[src/rtl/ftvd_pkg.sv]
// Package for the FSK tone vote decision block: widths, register indexes,
// class codes and the item structs of the sample and result channels.
// No dependencies.
package ftvd_pkg;

	localparam int MAX_WINDOW = 64;
	localparam int HIST_AW    = $clog2(MAX_WINDOW);
	localparam int VOTE_W     = $clog2(MAX_WINDOW + 1);

	localparam int POWER_W    = 32;
	localparam int RATIO_W    = 16;
	localparam int FRAC_W     = 8;
	localparam int PROD_W     = POWER_W + RATIO_W;
	localparam int WLEN_W     = 7;
	localparam int HOLD_W     = 16;

	localparam int CFG_IDX_W  = 2;
	localparam int CFG_DATA_W = 16;

	typedef enum logic [CFG_IDX_W-1:0] {
		REG_WINDOW_LEN      = 2'd0,
		REG_THRESHOLD_RATIO = 2'd1,
		REG_CD_HOLD         = 2'd2
	} cfg_reg_t;

	typedef logic [1:0] class_t;

	localparam class_t CLS_NONE  = 2'd0;
	localparam class_t CLS_MARK  = 2'd1;
	localparam class_t CLS_SPACE = 2'd2;

	typedef struct packed {
		logic [POWER_W-1:0] mark_power;
		logic [POWER_W-1:0] space_power;
	} sample_t;

	typedef struct packed {
		logic   bit_out;
		logic   carrier_on;
		class_t sample_class;
	} result_t;

endpackage

[src/rtl/fsk_tone_vote_decision.sv]
// FSK tone vote decision: classifies tone power pairs, keeps a sliding vote
// window in a history RAM and derives the bit and carrier detect.
// Depends on ftvd_pkg.
//
// Usage:
//   sample channel (sample_valid / sample_stall / sample) carries one pair of
//   mark and space tone powers per item. result channel (result_valid /
//   result_stall / result) returns one item per sample: decided bit, carrier
//   detect and the sample's class. Items come out in order.
//   A sample accepted at the input reaches the outputs through three pipeline
//   registers: products, class, output.
//   Throughput: one item per cycle while result_stall is low. The vote
//   counts update combinationally and the history RAM is read every cycle at
//   the next head address, with a bypass of the entry written in the same
//   cycle, so nothing interlocks. When result_stall is held, the stages behind
//   the output keep taking items until they are full; then sample_stall rises.
//   Configuration: cfg_ready is always high; write only while idle. Writing
//   window_len empties the vote window.
//   Reset (arst_n low) empties the pipeline, the vote window and the runs,
//   sets the held bit to space with noise, and loads the register defaults.
//   No clearing pass: only history entries inside the window are ever read.
module fsk_tone_vote_decision (
	input  logic                                clk,
	input  logic                                arst_n,
	input  logic                                sample_valid,
	output logic                                sample_stall,
	input  ftvd_pkg::sample_t                   sample,
	output logic                                result_valid,
	input  logic                                result_stall,
	output ftvd_pkg::result_t                   result,
	input  logic                                cfg_valid,
	output logic                                cfg_ready,
	input  logic [ftvd_pkg::CFG_IDX_W-1:0]      cfg_index,
	input  logic [ftvd_pkg::CFG_DATA_W-1:0]     cfg_data
);

	// configuration
	logic [ftvd_pkg::WLEN_W-1:0]  window_len_q;
	logic [ftvd_pkg::RATIO_W-1:0] ratio_q;
	logic [ftvd_pkg::HOLD_W-1:0]  cd_hold_q;
	logic                         cfg_we;

	// pipeline
	logic                          valid_s1;
	logic [ftvd_pkg::POWER_W-1:0]  mark_s1;
	logic [ftvd_pkg::POWER_W-1:0]  space_s1;
	logic [ftvd_pkg::PROD_W-1:0]   mark_r_s1;
	logic [ftvd_pkg::PROD_W-1:0]   space_r_s1;
	logic                          valid_s2;
	ftvd_pkg::class_t              cls_s2;
	ftvd_pkg::class_t              cls_next;
	logic                          result_valid_q;
	ftvd_pkg::result_t             result_q;
	logic                          out_free, s2_free, s1_free, s1_adv, s2_fire, accept;

	// vote state
	logic [ftvd_pkg::VOTE_W-1:0]   fill_q, mark_q, space_q, noise_q;
	logic [ftvd_pkg::HIST_AW-1:0]  head_q;
	logic                          held_bit_q, held_noise_q, carrier_q;
	logic [ftvd_pkg::HOLD_W-1:0]   signal_run_q, noise_run_q;

	// history RAM
	ftvd_pkg::class_t              hist_mem [ftvd_pkg::MAX_WINDOW];
	ftvd_pkg::class_t              rdata_q;
	logic                          byp_q;
	ftvd_pkg::class_t              byp_cls_q;
	logic [ftvd_pkg::HIST_AW-1:0]  rd_addr;

	// next-state values
	logic [ftvd_pkg::VOTE_W-1:0]   len;
	logic                          full;
	ftvd_pkg::class_t              old_cls;
	logic [ftvd_pkg::VOTE_W-1:0]   mk1, sp1, nz1, mk2, sp2, nz2, fill1, fill2;
	logic [ftvd_pkg::HIST_AW-1:0]  head1, slot;
	logic [ftvd_pkg::VOTE_W:0]     slot_sum;
	logic                          hb, hn, bit_nx, cf;
	logic [ftvd_pkg::HOLD_W-1:0]   srun, nrun;

	assign cfg_ready = 1'b1;
	assign cfg_we    = cfg_valid & cfg_ready;

	assign out_free     = !result_valid_q || !result_stall;
	assign s2_fire      = valid_s2 && out_free;
	assign s2_free      = !valid_s2 || out_free;
	assign s1_adv       = valid_s1 && s2_free;
	assign s1_free      = !valid_s1 || s2_free;
	assign accept       = sample_valid && s1_free;
	assign sample_stall = !s1_free;
	assign result_valid = result_valid_q;
	assign result       = result_q;

	always_ff @(posedge clk or negedge arst_n) begin
		if (!arst_n) begin
			window_len_q <= ftvd_pkg::WLEN_W'(16);
			ratio_q      <= ftvd_pkg::RATIO_W'(512);
			cd_hold_q    <= ftvd_pkg::HOLD_W'(16);
		end else if (cfg_we) begin
			case (cfg_index)
				ftvd_pkg::REG_WINDOW_LEN:      window_len_q <= cfg_data[ftvd_pkg::WLEN_W-1:0];
				ftvd_pkg::REG_THRESHOLD_RATIO: ratio_q      <= cfg_data[ftvd_pkg::RATIO_W-1:0];
				ftvd_pkg::REG_CD_HOLD:         cd_hold_q    <= cfg_data[ftvd_pkg::HOLD_W-1:0];
				default: ;
			endcase
		end
	end

	// Pipeline valids and output register
	always_ff @(posedge clk or negedge arst_n) begin
		if (!arst_n) begin
			valid_s1       <= 1'b0;
			valid_s2       <= 1'b0;
			result_valid_q <= 1'b0;
		end else begin
			if (s1_free)  valid_s1       <= sample_valid;
			if (s2_free)  valid_s2       <= valid_s1;
			if (out_free) result_valid_q <= valid_s2;
		end
	end

	// Stage 1: ratio products
	always_ff @(posedge clk) begin
		if (accept) begin
			mark_s1    <= sample.mark_power;
			space_s1   <= sample.space_power;
			mark_r_s1  <= ftvd_pkg::PROD_W'(sample.mark_power) * ftvd_pkg::PROD_W'(ratio_q);
			space_r_s1 <= ftvd_pkg::PROD_W'(sample.space_power) * ftvd_pkg::PROD_W'(ratio_q);
		end
	end

	// Stage 2: classification (mark test first)
	always_comb begin
		if (mark_s1 == '0 && space_s1 == '0)
			cls_next = ftvd_pkg::CLS_NONE;
		else if ({mark_s1, ftvd_pkg::FRAC_W'(0)} >= space_r_s1)
			cls_next = ftvd_pkg::CLS_MARK;
		else if (mark_r_s1 <= {space_s1, ftvd_pkg::FRAC_W'(0)})
			cls_next = ftvd_pkg::CLS_SPACE;
		else
			cls_next = ftvd_pkg::CLS_NONE;
	end

	always_ff @(posedge clk) begin
		if (s1_adv) cls_s2 <= cls_next;
	end

	// Vote update
	always_comb begin
		if (window_len_q == '0)
			len = ftvd_pkg::VOTE_W'(1);
		else if (int'(window_len_q) > ftvd_pkg::MAX_WINDOW)
			len = ftvd_pkg::VOTE_W'(ftvd_pkg::MAX_WINDOW);
		else
			len = ftvd_pkg::VOTE_W'(window_len_q);

		full    = fill_q >= len;
		old_cls = byp_q ? byp_cls_q : rdata_q;
		mk1     = mark_q;
		sp1     = space_q;
		nz1     = noise_q;
		head1   = head_q;
		fill1   = fill_q;
		if (full) begin
			case (old_cls)
				ftvd_pkg::CLS_MARK:  if (mk1 != '0) mk1 = mk1 - 1'b1;
				ftvd_pkg::CLS_SPACE: if (sp1 != '0) sp1 = sp1 - 1'b1;
				default:             if (nz1 != '0) nz1 = nz1 - 1'b1;
			endcase
			if (int'(head_q) == ftvd_pkg::MAX_WINDOW - 1)
				head1 = '0;
			else
				head1 = head_q + 1'b1;
			fill1 = fill_q - 1'b1;
		end

		mk2 = mk1;
		sp2 = sp1;
		nz2 = nz1;
		case (cls_s2)
			ftvd_pkg::CLS_MARK:  if (mk1 < len) mk2 = mk1 + 1'b1;
			ftvd_pkg::CLS_SPACE: if (sp1 < len) sp2 = sp1 + 1'b1;
			default:             if (nz1 < len) nz2 = nz1 + 1'b1;
		endcase

		slot_sum = (ftvd_pkg::VOTE_W+1)'(head1) + (ftvd_pkg::VOTE_W+1)'(fill1);
		if (int'(slot_sum) >= ftvd_pkg::MAX_WINDOW)
			slot = ftvd_pkg::HIST_AW'(slot_sum - (ftvd_pkg::VOTE_W+1)'(ftvd_pkg::MAX_WINDOW));
		else
			slot = ftvd_pkg::HIST_AW'(slot_sum);
		fill2 = fill1 + 1'b1;

		hb = held_bit_q;
		hn = held_noise_q;
		if (mk2 > nz2 && mk2 > sp2) begin
			hb     = 1'b1;
			hn     = 1'b0;
			bit_nx = 1'b1;
		end else if (sp2 > nz2 && sp2 > mk2) begin
			hb     = 1'b0;
			hn     = 1'b0;
			bit_nx = 1'b0;
		end else if (nz2 > mk2 && nz2 > sp2) begin
			hn     = 1'b1;
			bit_nx = !held_bit_q;
		end else begin
			bit_nx = held_noise_q ? !held_bit_q : held_bit_q;
		end

		// carrier detect runs follow the updated noise flag
		srun = signal_run_q;
		nrun = noise_run_q;
		cf   = carrier_q;
		if (!hn) begin
			if (signal_run_q < cd_hold_q) begin
				nrun = '0;
				srun = signal_run_q + 1'b1;
			end else begin
				cf = 1'b1;
			end
		end else begin
			if (noise_run_q < cd_hold_q) begin
				srun = '0;
				nrun = noise_run_q + 1'b1;
			end else begin
				cf = 1'b0;
			end
		end
	end

	assign rd_addr = s2_fire ? head1 : head_q;

	always_ff @(posedge clk or negedge arst_n) begin
		if (!arst_n) begin
			fill_q       <= '0;
			head_q       <= '0;
			mark_q       <= '0;
			space_q      <= '0;
			noise_q      <= '0;
			held_bit_q   <= 1'b0;
			held_noise_q <= 1'b1;
			signal_run_q <= '0;
			noise_run_q  <= '0;
			carrier_q    <= 1'b0;
			byp_q        <= 1'b0;
		end else begin
			byp_q <= s2_fire && (slot == rd_addr);
			if (cfg_we && cfg_index == ftvd_pkg::REG_WINDOW_LEN) begin
				fill_q  <= '0;
				head_q  <= '0;
				mark_q  <= '0;
				space_q <= '0;
				noise_q <= '0;
			end else if (s2_fire) begin
				fill_q       <= fill2;
				head_q       <= head1;
				mark_q       <= mk2;
				space_q      <= sp2;
				noise_q      <= nz2;
				held_bit_q   <= hb;
				held_noise_q <= hn;
				signal_run_q <= srun;
				noise_run_q  <= nrun;
				carrier_q    <= cf;
			end
		end
	end

	// History RAM: one write, one registered read per cycle
	always_ff @(posedge clk) begin
		if (s2_fire) hist_mem[slot] <= cls_s2;
		rdata_q   <= hist_mem[rd_addr];
		byp_cls_q <= cls_s2;
	end

	always_ff @(posedge clk) begin
		if (s2_fire) begin
			result_q.bit_out      <= bit_nx;
			result_q.carrier_on   <= cf;
			result_q.sample_class <= cls_s2;
		end
	end

`ifndef SYNTHESIS
	// every class in the window is counted exactly once
	a_votes_sum: assert property (@(posedge clk) disable iff (!arst_n)
		(ftvd_pkg::VOTE_W+2)'(mark_q) + (ftvd_pkg::VOTE_W+2)'(space_q)
			+ (ftvd_pkg::VOTE_W+2)'(noise_q) == (ftvd_pkg::VOTE_W+2)'(fill_q))
		else $error("vote counts do not match window fill");

	a_fill_len: assert property (@(posedge clk) disable iff (!arst_n)
		fill_q <= len)
		else $error("window fill beyond window length");

	a_carrier_rise: assert property (@(posedge clk) disable iff (!arst_n)
		$rose(carrier_q) |-> !held_noise_q)
		else $error("carrier detect set while noise is held");

	a_head_idle: assert property (@(posedge clk) disable iff (!arst_n)
		!$past(s2_fire) && !$past(cfg_we) |-> $stable(head_q))
		else $error("window head moved without an item");
`endif

endmodule
[config.mk]
export PLATFORM = sky130hd
export DESIGN_NAME = fsk_tone_vote_decision
export DESIGN_NICKNAME = d
export VERILOG_FILES = /design/src/rtl/ftvd_pkg.sv /design/src/rtl/fsk_tone_vote_decision.sv
export SDC_FILE = /design/constraint.sdc
export NUM_CORES = 2
export LEC_CHECK = 0
export ABC_AREA = 0
export ABC_CLOCK_PERIOD_IN_PS = 6700
export BUFFER_PORTS_ARGS = -buffer_cell sky130_fd_sc_hd__buf_2
export CAP_MARGIN = 0
export CORE_ASPECT_RATIO = 0.6
export CORE_MARGIN = 2
export CORE_UTILIZATION = 60
export CTS_CLUSTER_SIZE = 24
export DETAILED_ROUTE_END_ITERATION = 12
export PLACE_DENSITY = 0.8
export SYNTH_ARGS = -nofsm -noshare
export SYNTH_HDL_FRONTEND = slang
export SYNTH_SLANG_ARGS = --single-unit
[constraint.sdc]
create_clock -name clk -period 6.7 [get_ports clk]
set_clock_uncertainty 0.1 [all_clocks]
set_input_delay 1.005 -clock clk [delete_from_list [all_inputs] [get_ports clk]]
set_output_delay 1.005 -clock clk [all_outputs]
set_load 0.01 [all_outputs]
## Yosys cells after proc, flatten, opt, wreduce, memory -nomap -nowiden

Memories as Yosys holds them, arrays and structs flattened. A register that Yosys moved wholly into a read port is not among the register bits.
Cells that the tools add are included.

| cells by class | value |
|---|---|
| $lt $le $gt $ge | 16 |
| reduce and logical (&&, ||, !) cells | 37 |
| $mul | 2 |
| $add $sub $neg | 13 |
| mux-type cells | 53 |
| eq/ne operators | 9 |
| bitwise operators | 1 |

Operator list:

| operator | number |
|---|---|
| $mux 7 | 26 |
| $mul 32x16->48 | 2 |
| $mux 16 | 6 |
| $logic_not 32->1 | 2 |
| $ge 40x48->1 | 1 |
| $le 48x40->1 | 1 |
| $gt 7x7->1 | 6 |
| $add 16x1->16 const B | 2 |
| $lt 16x16->1 | 2 |
| $mux 6 | 5 |
| $add 7x1->7 const B | 4 |
| $sub 7x1->7 const B | 4 |
| $lt 7x7->1 | 3 |
| $reduce_bool 7->1 | 3 |
| $mux 1 | 14 |
| $logic_and 1x1->1 | 9 |
| $add 6x7->8 | 1 |
| $ge 8x7->1 const B | 1 |
| $reduce_and 2->1 | 4 |
| $ge 7x7->1 | 1 |
| $gt 7x7->1 const B | 1 |
| $logic_not 7->1 | 1 |
| $add 6x1->6 const B | 1 |
| $eq 2x1->1 const B | 3 |
| other kinds (14) | 28 |

| word-level totals | value |
|---|---|
| flip-flop bits (word level) | 280 |
| RAM bits | 128 |
| input port bits | 87 |
| memories kept | 1 |
| output and inout port bits | 7 |
| logic and storage cells | 159 |

Memories:

| name | words | width | rd ports | clocked after memory_dff | wr ports | line | source |
|---|---|---|---|---|---|---|---|
| hist_mem | 64 | 2 | 1 | 1 | 1 | fsk_tone_vote_decision.sv:63 | `ftvd_pkg::class_t hist_mem [ftvd_pkg::MAX_WINDOW];` |

## Depth between registers and ports, before layout

| logic depth | value |
|---|---|
| depth after elaboration | 15 |
| depth in mapped cells | 35 |
| mapped depth without buffers | 32 |

## Worst setup path after synthesis

OpenSTA, ideal clock, no wires.

| timing | value |
|---|---|
| path kind | input-to-reg |
| start point | in sample[10] (netlist name) |
| end point | reg space_r_s1[45] (netlist name), data pin |
| data required time | 6,465 ps |
| slack | -998 ps |
| path buffers | 1 |
| arrival | 7,463 ps |
| stages | 27 |
| library setup time | 135 ps |
| path through | clkbuf_1 -> nand2_1 -> fa_1 -> inv_1 -> fa_1 -> inv_1 -> fa_1 -> fa_1 -> inv_1 -> fa_1 -> inv_1 -> fa_1 -> inv_1 -> ha_1 -> or3_1 -> nor2_1 -> nand2_1 -> nand3_1 -> a31oi_1 -> o31a_1 -> o31a_1 -> o31a_1 -> a211oi_1 -> o31ai_1 -> a31o_2 -> or4_1 -> nand3_1 |

| between the ends | value |
|---|---|
| word-level cells in the longest chain between the ends | 1 |

Ends and longest elaborated chain:

| what | line | source |
|---|---|---|
| start, declared | fsk_tone_vote_decision.sv:27 | `input ftvd_pkg::sample_t sample,` |
| $mul 32x16->48 | fsk_tone_vote_decision.sv:126 | `space_r_s1 <= ftvd_pkg::PROD_W'(sample.space_power) * ftvd_pkg::PROD_W'(ratio_q);` |
| end signal, assigned | fsk_tone_vote_decision.sv:126 |  |
| end, declared | fsk_tone_vote_decision.sv:48 | `logic [ftvd_pkg::PROD_W-1:0] space_r_s1;` |

Every way passes these cells.
A chain may end at the register's enable or synchronous reset.

## Worst setup path after layout

| timing | value |
|---|---|
| start point | reg ratio_q[3] (netlist name) |
| end point | reg space_r_s1[43] (netlist name), data pin |

| between the ends | value |
|---|---|
| word-level cells in the longest chain between the ends | 1 |

Ends and longest elaborated chain:

| what | line | source |
|---|---|---|
| start, declared | fsk_tone_vote_decision.sv:39 | `logic [ftvd_pkg::RATIO_W-1:0] ratio_q;` |
| start signal, assigned | fsk_tone_vote_decision.sv:95 | `ratio_q <= ftvd_pkg::RATIO_W'(512);` |
| start signal, assigned | fsk_tone_vote_decision.sv:100 | `ftvd_pkg::REG_THRESHOLD_RATIO: ratio_q <= cfg_data[ftvd_pkg::RATIO_W-1:0];` |
| $mul 32x16->48 | fsk_tone_vote_decision.sv:126 |  |

Every way passes these cells.

==> impl_results.md <==
- Grt ovf: 0
- Unique masters post-synth: approximately 100
- Placed instance area: approximately 0.058 mm2
- Pin count of the biggest net entering global routing: between 60 and 70
- Die Y: about 230 um
- Final Max Slew Viols: 0
- Fraction of registers with async set/reset: 0.273
- TritonCTS Buffers: between 40 and 50
- Outcome: complete, but fails checks
- Remaining DRCs: 6
- CTS Buffer Depth: 3
- Final ANT Viol Nets: 0
- Final Cycle Share: 1.10
- Critical path's largest stage delay: 0.57 ns
- Flops & latches, synth: ~400
- Iter 0 DRT Violations: about 5100
- Reg2Reg Setup Slack: -0.67 ns
- Vias: around 42000
- Final core utilization: 0.730
- Full die area: between 0.08 and 0.09 mm2
- Worst-margin pin slew: 1.19 ns
- Row count: 83
- Post-Layout Inst Area: approximately 0.063 mm2
- Worst slack, placed: -1.25 ns
- Root buffer cell: clkbuf_16
- Sequential fraction of the synthesis area: 0.225
- Crit path DAT: 7.64 ns
- GPL Wtd Cong: 0.998
- Tightest Hold Check Type: primary input to async pin
- Synth Cell Area: between 0.05 and 0.06 mm2
- Cells after Synth: between 5000 and 6000
- Clock-pin slew on the worst setup and hold paths: about 0.07 ns
- Vias in the first global route: 43700
- CTS tree: done
- GRT Overall Usage: 0.352
- Io pins: 94
- Final Hold Fails: 0
- H-tree levels: 2
- Nets: ~7000
- FF-to-FF path depth: 27
- Period minus WS final: 7.37 ns
- Number of clock sinks: between 400 and 500
- Critical path endpoint category: register
- Worst setup margin: -0.674 ns
- Max cap viols: 0
- First-pass GRT wire length: 242 mm
- Per-cell routed wire length: approximately 23 um
- Area growth, synth to finish: 20.0%
- Worst r2r src: ratio_q[3]$_DFFE_PN0P_
- Rel. slew slack: 0.208
- Startpoint class of the critical path: register
- # hold bufs at CTS: 0
- CP Data Required Time: 6.96 ns
- Setup TNS: -20.45 ns
- Initial Util: 0.608
- Core area: ~0.086 mm2
- Syn nets: about 6600
- Number of synthesized flops with an enable pin: 294
- RSZ-0062 raised after global routing: true
- Mean Syn Cell Area: just under 10 um2
- FMAX: around 140 MHz
- Crit Path Max Fanout: 21
- DPL Wire Length: roughly 120 mm
- Final setup viols: 76
- Layout cells sized above 1: 0.219
- Antenna violations before repair: 13
- Failing checks: DRC, setup timing
- Synth warn: 0
- CP bufs+invs: 8
- CP max-delay cell: dfrtp_2
- Final WL: 159 mm
- DRT Pass-1 Iters: 10
- CP delay by family, top: adder cells
- Worst r2r dst: space_r_s1[43]$_DFFE_PP_
- Post-synth top flop: edfxtp_1
- WS Path Type: register to register
- Die X: a little under 400 um
- Via density: ~6
- IO buf count: just over 90
- Clk_lat worst skew: about 0.62 ns
==> worst register-to-register path, stage by stage, from the launching register on <==
cell and delay, ns:
dfrtp_2 0.57, buf_6 0.30, nand2_1 0.10, fa_1 0.50, inv_1 0.06, fa_1 0.53
inv_1 0.06, fa_1 0.50, inv_1 0.05, fa_1 0.53, inv_1 0.05, fa_1 0.47
inv_1 0.06, fa_2 0.55, ha_4 0.20, nor2_1 0.14, a21oi_2 0.06, nand3_2 0.09
a31oi_4 0.05, o31a_1 0.40, o31a_1 0.33, o31a_1 0.37, a211oi_2 0.33, o31ai_2 0.10
a31o_2 0.28, buf_6 0.13, buf_6 0.11, xor2_1 0.13
==> flip-flops by register name, summed over array words and instances (netlist names), 2 cells and up <==
| signal | flops |
|---|---|
| fill_q | 7 |
| hist_mem | 128 |
| signal_run_q | 16 |
| head_q | 6 |
| rdata_q | 2 |
| noise_q | 7 |
| cd_hold_q | 16 |
| space_s1 | 32 |
| space_r_s1 | 48 |
| byp_cls_q | 2 |
| ratio_q | 16 |
| window_len_q | 7 |
| mark_r_s1 | 48 |
| mark_q | 7 |
| mark_s1 | 32 |
| result | 4 |
| cls_s2 | 2 |
| noise_run_q | 16 |
| space_q | 7 |
==> synthesized netlist by cell type (47+ instances only) <==
master      n  area (um2)
a21o_1     79         593
a21oi_1   154         771
and2_1    310        1940
clkbuf_1  205         769
dfrtp_1   108        2700
edfxtp_1  294        8830
fa_1      837       16800
ha_1      395        4940
inv_1     917        3440
mux2_2     51         574
nand2_1   885        3320
nand3_1    47         235
nor2_1    195         732
o21ai_0    90         450
xnor2_1    84         736
==> cell usage in the layout (no fill, tap or decap), drive strengths merged, types with 33 or more instances in the layout <==
| master | count |
|---|---|
| o21ai | 92 |
| nor3 | 40 |
| xor2 | 46 |
| nand4 | 45 |
| fa | 837 |
| buf | 719 |
| a211oi | 33 |
| inv | 926 |
| nand2 | 886 |
| a21oi | 156 |
| a21o | 79 |
| nand3 | 48 |
| xnor2 | 84 |
| nor4 | 36 |
| ha | 395 |
| nor2 | 195 |
| clkbuf | 64 |
| dfrtp | 108 |
| mux2 | 52 |
| nor2b | 34 |
| edfxtp | 294 |
| and2 | 313 |
==> area by class of cell <==
class | count | area [um2]
Clock inverter | 25 | 282
Multi-Input combinational cell | 3715 | 38200
Antenna cell | 20 | 50.0
Timing Repair Buffer | 733 | 6350
Sequential cell | 410 | 11700
Inverter | 919 | 3450
Fill cell | 5651 | 23200
Clock buffer | 51 | 1090
Tap cell | 1147 | 1440
==> how the worst max path moves through the flow <==
stage / start / endpoint / slack, ns / cells after the start
floorplan: sample[7] / space_r_s1[45]$_DFFE_PP_ / -0.70 / 27
global placement: sample[8] / space_r_s1[45]$_DFFE_PP_ / -1.17 / 28
detailed placement: sample[12] / space_r_s1[45]$_DFFE_PP_ / -1.25 / 27
CTS: ratio_q[1]$_DFFE_PN0P_ / space_r_s1[45]$_DFFE_PP_ / -0.48 / 26
global route: ratio_q[9]$_DFFE_PN1P_ / space_r_s1[43]$_DFFE_PP_ / -0.81 / 27
finish: ratio_q[3]$_DFFE_PN0P_ / space_r_s1[43]$_DFFE_PP_ / -0.67 / 27
==> kinds of logic after synthesis <==
kind of cell / count (synthesis) / share of synthesized area
other cells: 1 / 0.0000719
simple gates: 1724 / 0.156
buf+inv: 1146 / 0.0836
mux: 108 / 0.0300
xor+xnor: 130 / 0.0225
flops: 410 / 0.225
fa+ha+maj: 1233 / 0.416
compound gates: 518 / 0.0669
==> routing by layer <==
| layer | global-route usage | wire length, um | vias up |
|---|---|---|---|
| met5 | 0 | 0 | - |
| met4 | 0.119 | 6840 | 0 |
| met3 | 0.101 | 22100 | 506 |
| met2 | 0.518 | 68500 | 2910 |
| met1 | 0.504 | 61800 | 21000 |
| li1 | - | - | 17800 |
==> per-stage QoR <==
stage	std cells	hold WS [ns]
2_1_floorplan	5270	0.349
3_5_place_dp	6792	0.378
5_1_grt	7010	0.360
6_report	7020	0.319
4_1_cts	6941	0.334
3_3_place_gp	6792	0.361
==> what timing repair did <==
| item | in CTS | in global routing |
|---|---|---|
| gates resized for setup | 184 | 259 |
| pin swaps | 84 | 184 |
| gates cloned | 5 | 5 |
| setup endpoints to repair | 76 | 83 |
| setup buffers | 68 | 67 |
Power is not shown: default switching activity piles up to over one toggle a cycle in this logic, so the estimate is an artifact.
